## src/mmfs_pkg.sv

```systemverilog
// Shared constants and types for the max-min fair share allocator.
package mmfs_pkg;
  localparam int MaxPeople = 64;
  localparam int IdxW = $clog2(MaxPeople);
  localparam int CntW = $clog2(MaxPeople + 1);
  localparam int AmtW = 32;
  localparam int KeyW = AmtW + IdxW;

  typedef logic [AmtW-1:0] amt_t;
  typedef logic [IdxW-1:0] idx_t;
  typedef logic [CntW-1:0] cnt_t;
  typedef logic [KeyW-1:0] key_t;

  typedef struct packed {
    logic done;
    amt_t quo;
    logic rem_nz;
  } div_res_t;
endpackage

```

## src/max_min_fair_share_allocator.sv

```systemverilog
// Max-min fair share allocator: cap loading, selection sequencer and result output.
// Sequence: caps load one per cycle; after the last cap, each selection pass takes
// one scan of the caps plus a serial division and update, and a case takes n
// passes, or n+1 when the capped phase ends early; then the results are output,
// each held until the receiver takes it.
// Throughput: one case at a time; set by the cap scan and the shared divider.
// Reset: rst_ni clears control state, the total and the count; stores are not cleared.
module max_min_fair_share_allocator import mmfs_pkg::*; (
  input  logic        clk_i,
  input  logic        rst_ni,
  input  logic        in_valid_i,
  output logic        in_ready_o,
  input  logic        func_i,
  input  logic [31:0] amount_i,
  input  logic        last_entry_i,
  output logic        out_valid_o,
  input  logic        out_ready_i,
  output logic [31:0] share_o,
  output logic [5:0]  person_index_o,
  output logic        impossible_o,
  output logic        last_result_o
);
  localparam logic [2:0] StLoad = 3'd0;
  localparam logic [2:0] StScan = 3'd1;
  localparam logic [2:0] StDiv  = 3'd2;
  localparam logic [2:0] StDec  = 3'd3;
  localparam logic [2:0] StOrd  = 3'd4;
  localparam logic [2:0] StOwt  = 3'd5;
  localparam logic [2:0] StHold = 3'd6;

  logic [2:0] state_q, state_d;
  cnt_t cnt_q, cnt_d, n_q, n_d, i_q, i_d, k_q, k_d;
  amt_t rem_q, rem_d, ceil_q, ceil_d;
  amt_t total_q, total_d;
  logic phase_b_q, phase_b_d, have_prev_q, have_prev_d, found_q, found_d;
  key_t prev_q, prev_d, brk_q, brk_d, best_q, best_d;
  amt_t best_cap_q, best_cap_d;
  idx_t best_idx_q, best_idx_d;
  logic rd_vld_q, rd_vld_d;
  idx_t rd_idx_q;
  logic out_valid_q, out_valid_d;
  amt_t out_share_q, out_share_d;
  idx_t out_idx_q, out_idx_d;
  logic out_imp_q, out_imp_d, out_last_q, out_last_d;

  amt_t cap_mem [MaxPeople];
  amt_t share_mem [MaxPeople];
  amt_t cap_rd_q, share_rd_q;

  logic in_acc, cap_we, sh_we, div_start, issue, elig;
  amt_t sh_wd;
  key_t key_a, key_b, key_sel;
  div_res_t div_res;

  assign in_ready_o = state_q == StLoad;
  assign in_acc     = in_valid_i && in_ready_o;
  assign cap_we     = in_acc && func_i && (cnt_q < CntW'(MaxPeople));
  assign issue      = (state_q == StScan) && (k_q < n_q);

  assign key_a   = {cap_rd_q, rd_idx_q};
  assign key_b   = {~cap_rd_q, rd_idx_q};
  assign key_sel = phase_b_q ? key_b : key_a;
  assign elig    = phase_b_q ? ((key_a >= brk_q) && (!have_prev_q || key_b > prev_q))
                             : (!have_prev_q || key_a > prev_q);

  mmfs_div u_div (
    .clk_i   (clk_i),
    .rst_ni  (rst_ni),
    .start_i (div_start),
    .num_i   (rem_q),
    .den_i   (CntW'(n_q - i_q)),
    .res_o   (div_res)
  );

  always_ff @(posedge clk_i) begin
    if (cap_we) begin
      cap_mem[cnt_q[IdxW-1:0]] <= amount_i;
    end
    cap_rd_q <= cap_mem[k_q[IdxW-1:0]];
    rd_idx_q <= k_q[IdxW-1:0];
  end

  always_ff @(posedge clk_i) begin
    if (sh_we) begin
      share_mem[best_idx_q] <= sh_wd;
    end
    share_rd_q <= share_mem[k_q[IdxW-1:0]];
  end

  always_comb begin
    state_d     = state_q;
    cnt_d       = cnt_q;
    n_d         = n_q;
    i_d         = i_q;
    k_d         = k_q;
    rem_d       = rem_q;
    total_d     = total_q;
    ceil_d      = ceil_q;
    phase_b_d   = phase_b_q;
    have_prev_d = have_prev_q;
    found_d     = found_q;
    prev_d      = prev_q;
    brk_d       = brk_q;
    best_d      = best_q;
    best_cap_d  = best_cap_q;
    best_idx_d  = best_idx_q;
    rd_vld_d    = issue;
    out_valid_d = out_valid_q;
    out_share_d = out_share_q;
    out_idx_d   = out_idx_q;
    out_imp_d   = out_imp_q;
    out_last_d  = out_last_q;
    sh_we       = 1'b0;
    sh_wd       = best_cap_q;
    div_start   = 1'b0;
    case (state_q)
      StLoad: begin
        if (in_acc) begin
          if (!func_i) begin
            total_d = amount_i;
            cnt_d   = '0;
          end else begin
            if (cap_we) begin
              cnt_d = cnt_q + 1'b1;
            end
            if (last_entry_i) begin
              n_d         = cap_we ? CntW'(cnt_q + 1'b1) : cnt_q;
              cnt_d       = '0;
              i_d         = '0;
              k_d         = '0;
              rem_d       = total_q;
              phase_b_d   = 1'b0;
              have_prev_d = 1'b0;
              found_d     = 1'b0;
              state_d     = StScan;
            end
          end
        end
      end
      StScan: begin
        if (issue) begin
          k_d = k_q + 1'b1;
        end
        if (rd_vld_q && elig && (!found_q || key_sel < best_q)) begin
          found_d    = 1'b1;
          best_d     = key_sel;
          best_cap_d = cap_rd_q;
          best_idx_d = rd_idx_q;
        end
        if (!issue && !rd_vld_q) begin
          div_start = 1'b1;
          state_d   = StDiv;
        end
      end
      StDiv: begin
        if (div_res.done) begin
          ceil_d  = div_res.quo + AmtW'(div_res.rem_nz);
          state_d = StDec;
        end
      end
      StDec: begin
        k_d     = '0;
        found_d = 1'b0;
        state_d = StScan;
        if (!phase_b_q) begin
          if (best_cap_q < ceil_q) begin
            sh_we       = 1'b1;
            rem_d       = rem_q - best_cap_q;
            i_d         = i_q + 1'b1;
            prev_d      = best_q;
            have_prev_d = 1'b1;
            if (CntW'(i_q + 1'b1) == n_q) begin
              if (rem_d != '0) begin
                out_valid_d = 1'b1;
                out_share_d = '0;
                out_idx_d   = '0;
                out_imp_d   = 1'b1;
                out_last_d  = 1'b1;
                state_d     = StHold;
              end else begin
                state_d = StOrd;
              end
            end
          end else begin
            phase_b_d   = 1'b1;
            brk_d       = best_q;
            have_prev_d = 1'b0;
          end
        end else begin
          sh_we       = 1'b1;
          sh_wd       = ceil_q;
          rem_d       = rem_q - ceil_q;
          i_d         = i_q + 1'b1;
          prev_d      = best_q;
          have_prev_d = 1'b1;
          if (CntW'(i_q + 1'b1) == n_q) begin
            state_d = StOrd;
          end
        end
      end
      StOrd: begin
        state_d = StOwt;
      end
      StOwt: begin
        out_valid_d = 1'b1;
        out_share_d = share_rd_q;
        out_idx_d   = k_q[IdxW-1:0];
        out_imp_d   = 1'b0;
        out_last_d  = CntW'(k_q + 1'b1) == n_q;
        state_d     = StHold;
      end
      StHold: begin
        if (out_ready_i) begin
          out_valid_d = 1'b0;
          if (out_last_q) begin
            state_d = StLoad;
          end else begin
            k_d     = k_q + 1'b1;
            state_d = StOrd;
          end
        end
      end
      default: begin
        state_d = StLoad;
      end
    endcase
  end

  always_ff @(posedge clk_i or negedge rst_ni) begin
    if (!rst_ni) begin
      state_q     <= StLoad;
      cnt_q       <= '0;
      n_q         <= '0;
      i_q         <= '0;
      k_q         <= '0;
      rem_q       <= '0;
      total_q     <= '0;
      phase_b_q   <= 1'b0;
      have_prev_q <= 1'b0;
      found_q     <= 1'b0;
      rd_vld_q    <= 1'b0;
      out_valid_q <= 1'b0;
    end else begin
      state_q     <= state_d;
      cnt_q       <= cnt_d;
      n_q         <= n_d;
      i_q         <= i_d;
      k_q         <= k_d;
      rem_q       <= rem_d;
      total_q     <= total_d;
      phase_b_q   <= phase_b_d;
      have_prev_q <= have_prev_d;
      found_q     <= found_d;
      rd_vld_q    <= rd_vld_d;
      out_valid_q <= out_valid_d;
    end
  end

  always_ff @(posedge clk_i) begin
    ceil_q      <= ceil_d;
    prev_q      <= prev_d;
    brk_q       <= brk_d;
    best_q      <= best_d;
    best_cap_q  <= best_cap_d;
    best_idx_q  <= best_idx_d;
    out_share_q <= out_share_d;
    out_idx_q   <= out_idx_d;
    out_imp_q   <= out_imp_d;
    out_last_q  <= out_last_d;
  end

  assign out_valid_o    = out_valid_q;
  assign share_o        = out_share_q;
  assign person_index_o = out_idx_q;
  assign impossible_o   = out_imp_q;
  assign last_result_o  = out_last_q;
endmodule

```

## src/mmfs_div.sv

```systemverilog
// Bit-serial restoring divider of an amount by a participant count.
module mmfs_div import mmfs_pkg::*; (
  input  logic     clk_i,
  input  logic     rst_ni,
  input  logic     start_i,
  input  amt_t     num_i,
  input  cnt_t     den_i,
  output div_res_t res_o
);
  localparam int StepW = $clog2(AmtW);

  logic             busy_q, busy_d;
  logic [StepW-1:0] step_q, step_d;
  amt_t             quo_q, quo_d;
  cnt_t             rem_q, rem_d;
  cnt_t             den_q, den_d;
  logic             done_q, done_d;
  logic [CntW:0]    trial;
  logic             fits;

  assign trial = {rem_q, quo_q[AmtW-1]};
  assign fits  = trial >= {1'b0, den_q};

  always_comb begin
    busy_d = busy_q;
    step_d = step_q;
    quo_d  = quo_q;
    rem_d  = rem_q;
    den_d  = den_q;
    done_d = 1'b0;
    if (start_i) begin
      busy_d = 1'b1;
      step_d = '0;
      quo_d  = num_i;
      rem_d  = '0;
      den_d  = den_i;
    end else if (busy_q) begin
      rem_d  = fits ? CntW'(trial - {1'b0, den_q}) : trial[CntW-1:0];
      quo_d  = {quo_q[AmtW-2:0], fits};
      step_d = step_q + 1'b1;
      if (step_q == StepW'(AmtW - 1)) begin
        busy_d = 1'b0;
        done_d = 1'b1;
      end
    end
  end

  always_ff @(posedge clk_i or negedge rst_ni) begin
    if (!rst_ni) begin
      busy_q <= 1'b0;
      done_q <= 1'b0;
      step_q <= '0;
    end else begin
      busy_q <= busy_d;
      done_q <= done_d;
      step_q <= step_d;
    end
  end

  always_ff @(posedge clk_i) begin
    quo_q <= quo_d;
    rem_q <= rem_d;
    den_q <= den_d;
  end

  assign res_o.done   = done_q;
  assign res_o.quo    = quo_q;
  assign res_o.rem_nz = rem_q != '0;
endmodule

```

## config.mk

```make
export PLATFORM = sky130hd
export DESIGN_NAME = max_min_fair_share_allocator
export DESIGN_NICKNAME = d
export VERILOG_FILES = /design/src/mmfs_pkg.sv /design/src/max_min_fair_share_allocator.sv /design/src/mmfs_div.sv
export SDC_FILE = /design/constraint.sdc
export NUM_CORES = 2
export LEC_CHECK = 0
export CORE_MARGIN = 8
export CORE_UTILIZATION = 35
export CTS_CLUSTER_SIZE = 14
export DETAILED_ROUTE_END_ITERATION = 8
export DONT_BUFFER_PORTS = 1
export GPL_TIMING_DRIVEN = 0
export PLACE_DENSITY = 0.52
export SLEW_MARGIN = 20
export SYNTH_ARGS = -nofsm -noshare
export SYNTH_HDL_FRONTEND = slang
export SYNTH_SLANG_ARGS = --single-unit
```

## constraint.sdc

```tcl
create_clock -name clk_i -period 7.25 [get_ports clk_i]
set_clock_uncertainty 0.1 [all_clocks]
set_input_delay 1.0875 -clock clk_i [delete_from_list [all_inputs] [get_ports clk_i]]
set_output_delay 1.0875 -clock clk_i [all_outputs]
set_load 0.05 [all_outputs]
```

==> results by group <==
STA
  – Max Slew Vio Count: 0
  – Slew HR: between 10% and 20%
  – RSZ-0062 raised after global routing: no
  – Final-report hold violation count: 0
  – Worst-Margin Slew: 1250 ps
  – Finish-stage setup viols: 0
  – Final min period: roughly 6900 ps
  – Peak Freq: roughly 0.14 GHz
  – Final period util: 95.6%

Route
  – Initial DRT Pass Iterations: 7
  – Drt drc: 0
  – Final wirelength: just over 500 mm
  – Metal-1 WL: 208 mm
  – Via count: between 80k and 90k
  – DR WL met3: between 30 and 40 mm
  – DR WL met2: between 200 and 300 mm
  – Iter 0 DRT Violations: roughly 9.1k
  – Vias per cell: between 5 and 6
  – Post-route ant nets: 0
  – DR top layer: met5
  – Avg WL per Cell: approximately 32 µm

Worst setup path
  – WP data arrival: 7450 ps
  – Crit path kind: flop to flop
  – Crit-path cells: buf_2 > buf_2 > buf_2 > buf_2 > inv_1 > ha_1 > nor2b_1 > o21a_1 > o21a_1 > o21a_1 > o21a_1 > o21ai_0 > a21oi_1 > and2_1 > clkbuf_2 > clkbuf_1 > or2_4
  – Slowest CP cell: clkbuf_1
  – Crit-path max FO: 32
  – Critical Path Source Type: flop
  – Crit path largest cell delay: 660 ps
  – R2r setup slk: 320 ps
  – CP required: between 7000 and 8000 ps
  – Crit. End Element: flop

Yosys
  – Synthesis warning total: 0
  – Asr flop ratio synth: 2.36%
  – XOR/XNOR Fraction of Synth Area: less than 1%
  – Synth Area in Compound Gates: roughly 2%
  – Syn nets: around 8.7k
  – Seq/Total Area, Yosys: between 70% and 80%
  – Largest family of logic cells by synthesized area: multiplexers
  – Multiplexer area fraction after synthesis: 17.2%
  – Synthesized instance count: around 8.4k
  – Syn Area/Cell: approximately 22 µm²
  – Netlist cell types: 80
  – #FFs+latches synth: 4537
  – Synth Area in Simple Gates: 2.08%
  – Top_reg_cell synth: edfxtp_1
  – Post-Synth Adder-Cell Area: around 1.9%
  – Post-synth EDFFs: around 4.4k
  – Post-Syn Area: ~180000 µm²

Clock network
  – Post-CTS Setup Bufs: 0
  – Clock sink count: about 4.5k
  – CTS max path bufs: 4
  – Reg clk slew, reported paths: around 60 ps
  – CTS tree: yes
  – Worst-Skew Late Latency: between 1000 and 1500 ps
  – Number of buffers inserted during clock tree synthesis: 461
  – Clock Tree Root: clkbuf_16
  – H-tree depth: 5

Pwr
  – Leak Pwr: roughly 67 nW
  – Pwr Density: approximately 390 nW/µm²
  – Max VDD drop: between 0.2 and 0.3 mV

Global route
  – Total grt overflow: 0
  – First-pass GRT wire length: 716 mm
  – Antenna violations before repair: 64
  – GRT Total Usage: 18.7%
  – Vias in the first global route: 91.1k
  – Pin count of the biggest net entering global routing: between 100 and 150

Placed design
  – Inst Count DP: roughly 15k
  – Post-DP HPWL: between 300 and 400 mm
  – # port buffers: 0
  – Dpl cell area: 197000 µm²
  – Gpl congestion: between 0.8 and 0.9

Die
  – Die width: about 730 µm
  – Die Y: approximately 730 µm
  – I/O pins: 80
  – Initial Util: 35.0%
  – Core Footprint: 515000 µm²
  – Row count: 264
  – Total die area: 539000 µm²

Outcome
  – Run status: finished clean

Layout
  – Final instance count without filler cells: roughly 16k
  – # nets final: 9430
  – Area growth from synthesis to layout: 17.3%
  – Fin area: 212000 µm²
  – Share of post-route cells with drive strength above 1: 27.9%
  – # fillers: between 40k and 50k

Hold path
  – Hold crit path type: input pin to flop

Flow run
  – Max_cap viols: 0
==> cell type report <==
class	count	area, µm²	share of cell area (%)
Sequential cell	4537	135000	63.7
Multi-Input combinational cell	3189	44600	21.1
Clock buffer	573	12200	5.78
Tap cell	6783	8490	4.01
Timing Repair Buffer	276	6410	3.03
Clock inverter	281	2440	1.15
Buffer	386	1600	0.757
Inverter	272	1020	0.482
Antenna cell	20	50.0	0.0236
==> cells in the mapped netlist, types with 7 or more instances <==
| cell | count | share of area [%] |
|---|---|---|
| o21a_1 | 31 | 0.13 |
| nor4_1 | 19 | 0.066 |
| o21bai_1 | 10 | 0.042 |
| o211ai_1 | 18 | 0.075 |
| ha_1 | 265 | 1.8 |
| clkbuf_1 | 263 | 0.55 |
| buf_2 | 9 | 0.025 |
| buf_1 | 113 | 0.23 |
| mux4_2 | 1344 | 17 |
| a31oi_1 | 16 | 0.055 |
| nand2b_1 | 20 | 0.069 |
| and2_1 | 11 | 0.038 |
| a21o_1 | 76 | 0.32 |
| and3_1 | 61 | 0.21 |
| xor2_1 | 68 | 0.33 |
| and4_1 | 10 | 0.048 |
| inv_1 | 272 | 0.57 |
| xnor2_1 | 74 | 0.36 |
| edfxtp_1 | 4353 | 72 |
| a21oi_1 | 147 | 0.41 |
| nand2_1 | 182 | 0.38 |
| dfxtp_1 | 77 | 0.85 |
| dfrtp_1 | 107 | 1.5 |
| nor2_1 | 260 | 0.54 |
| mux2_2 | 65 | 0.41 |
| o21ai_0 | 153 | 0.42 |
| a21boi_0 | 7 | 0.029 |
| o31ai_1 | 20 | 0.083 |
| or3_1 | 8 | 0.028 |
| nand3_1 | 68 | 0.19 |
| a211oi_1 | 28 | 0.12 |
| nor2b_1 | 28 | 0.097 |
| mux2i_1 | 12 | 0.067 |
| nor3_1 | 39 | 0.11 |
| or2_2 | 9 | 0.031 |
| nand4_1 | 47 | 0.16 |
| a2111oi_0 | 7 | 0.034 |
==> power by group <==
group | switching (mW) | total (mW) | internal, mW | leakage (nW)
clock | 10.0 | 23.4 | 13.3 | 7.22
sequential | 0.944 | 32.1 | 31.2 | 41.1
combinational | 16.1 | 27.1 | 11.0 | 19.0
total | 27.1 | 82.6 | 55.5 | 67.3
==> registers in the layout, indices dropped and copies added (netlist names), 32 cells and up <==
name         flops
u_div.quo_q     32
ceil_q          32
total_q         32
share_o         32
brk_q           38
prev_q          38
best_q          38
share_mem     2048
cap_rd_q        32
rem_q           32
cap_mem       2048
share_rd_q      32
best_cap_q      32
==> kinds of logic (layout without fill, tap and decap cells) <==
logic type,after synthesis,after routing
flip-flops,4537,4537
AO/OA/AOI/OAI,571,571
buffers and inverters,658,1788
XOR/XNOR,142,142
other,0,20
multiplexers,1421,1421
AND/OR/NAND/NOR,786,786
adder cells (fa/ha/maj),269,269
==> layer usage <==
layer  track usage (%)  up-vias
met3              3.40      604
met1              24.2    47900
met5                 0        -
li1                  -    36600
met4              5.15        6
met2              32.4     2846
==> per-stage QoR <==
step                utilization (%)  power, mW  TNS [ps]  setup WS [ps]  hold WS, ps
floorplan                         -       47.9         0           2100          268
global placement               36.7       58.9  -7807260          -3290          316
detailed placement             38.2       60.0     -9930           -318          318
CTS                            41.1       83.4         0            253         12.2
global route                   41.1       85.6         0            132         47.1
finish                         41.1       82.6         0            318          101
==> worst max-delay path: cells and delay by family (launching register included) <==
kind	cells	cell delay, ps
adder cells (fa/ha/maj)	1	250
AND/OR/NAND/NOR	3	1100
flip-flops	1	390
AO/OA/AOI/OAI	6	1110
buffers and inverters	7	3510
==> cells in the final DEF, fill, tap and decap left out, types with 65 or more instances in the layout <==
| cell type | n |
|---|---|
| dfrtp_1 | 107 |
| clkbuf_2 | 76 |
| buf_12 | 122 |
| clkbuf_16 | 471 |
| clkinv_1 | 104 |
| mux4_2 | 1344 |
| inv_1 | 272 |
| clkinv_2 | 93 |
| nor2_1 | 131 |
| a21o_1 | 76 |
| ha_1 | 265 |
| o21ai_0 | 122 |
| clkbuf_1 | 296 |
| nand2_1 | 180 |
| nor2_4 | 128 |
| a21oi_1 | 147 |
| edfxtp_1 | 4353 |
| buf_16 | 138 |
| xnor2_1 | 74 |
| xor2_1 | 68 |
| mux2_2 | 65 |
| dfxtp_1 | 77 |
| buf_1 | 69 |
==> worst paths after layout <==
path,cells past startpoint,startpoint,end
worst min register to register,0,k_q[0],rd_idx_q[0]
max in group asynchronous,2,rst_ni,cnt_q[0]
worst max register to register,17,k_q[0],u_div.quo_q[24]
min in group asynchronous,2,rst_ni,rem_q[25]
worst max-delay path,17,k_q[0],u_div.quo_q[24]
worst min-delay path,0,amount_i[0],cap_mem[21][0]
==> timing repair <==
action | CTS | global route
endpoints found under the hold margin | 107 | 0
setup endpoints to repair | 32 | 0
hold buffers | 2 | 0
resized for setup | 2 | 0
No activity file was read; power rests on OpenSTA's default activity.
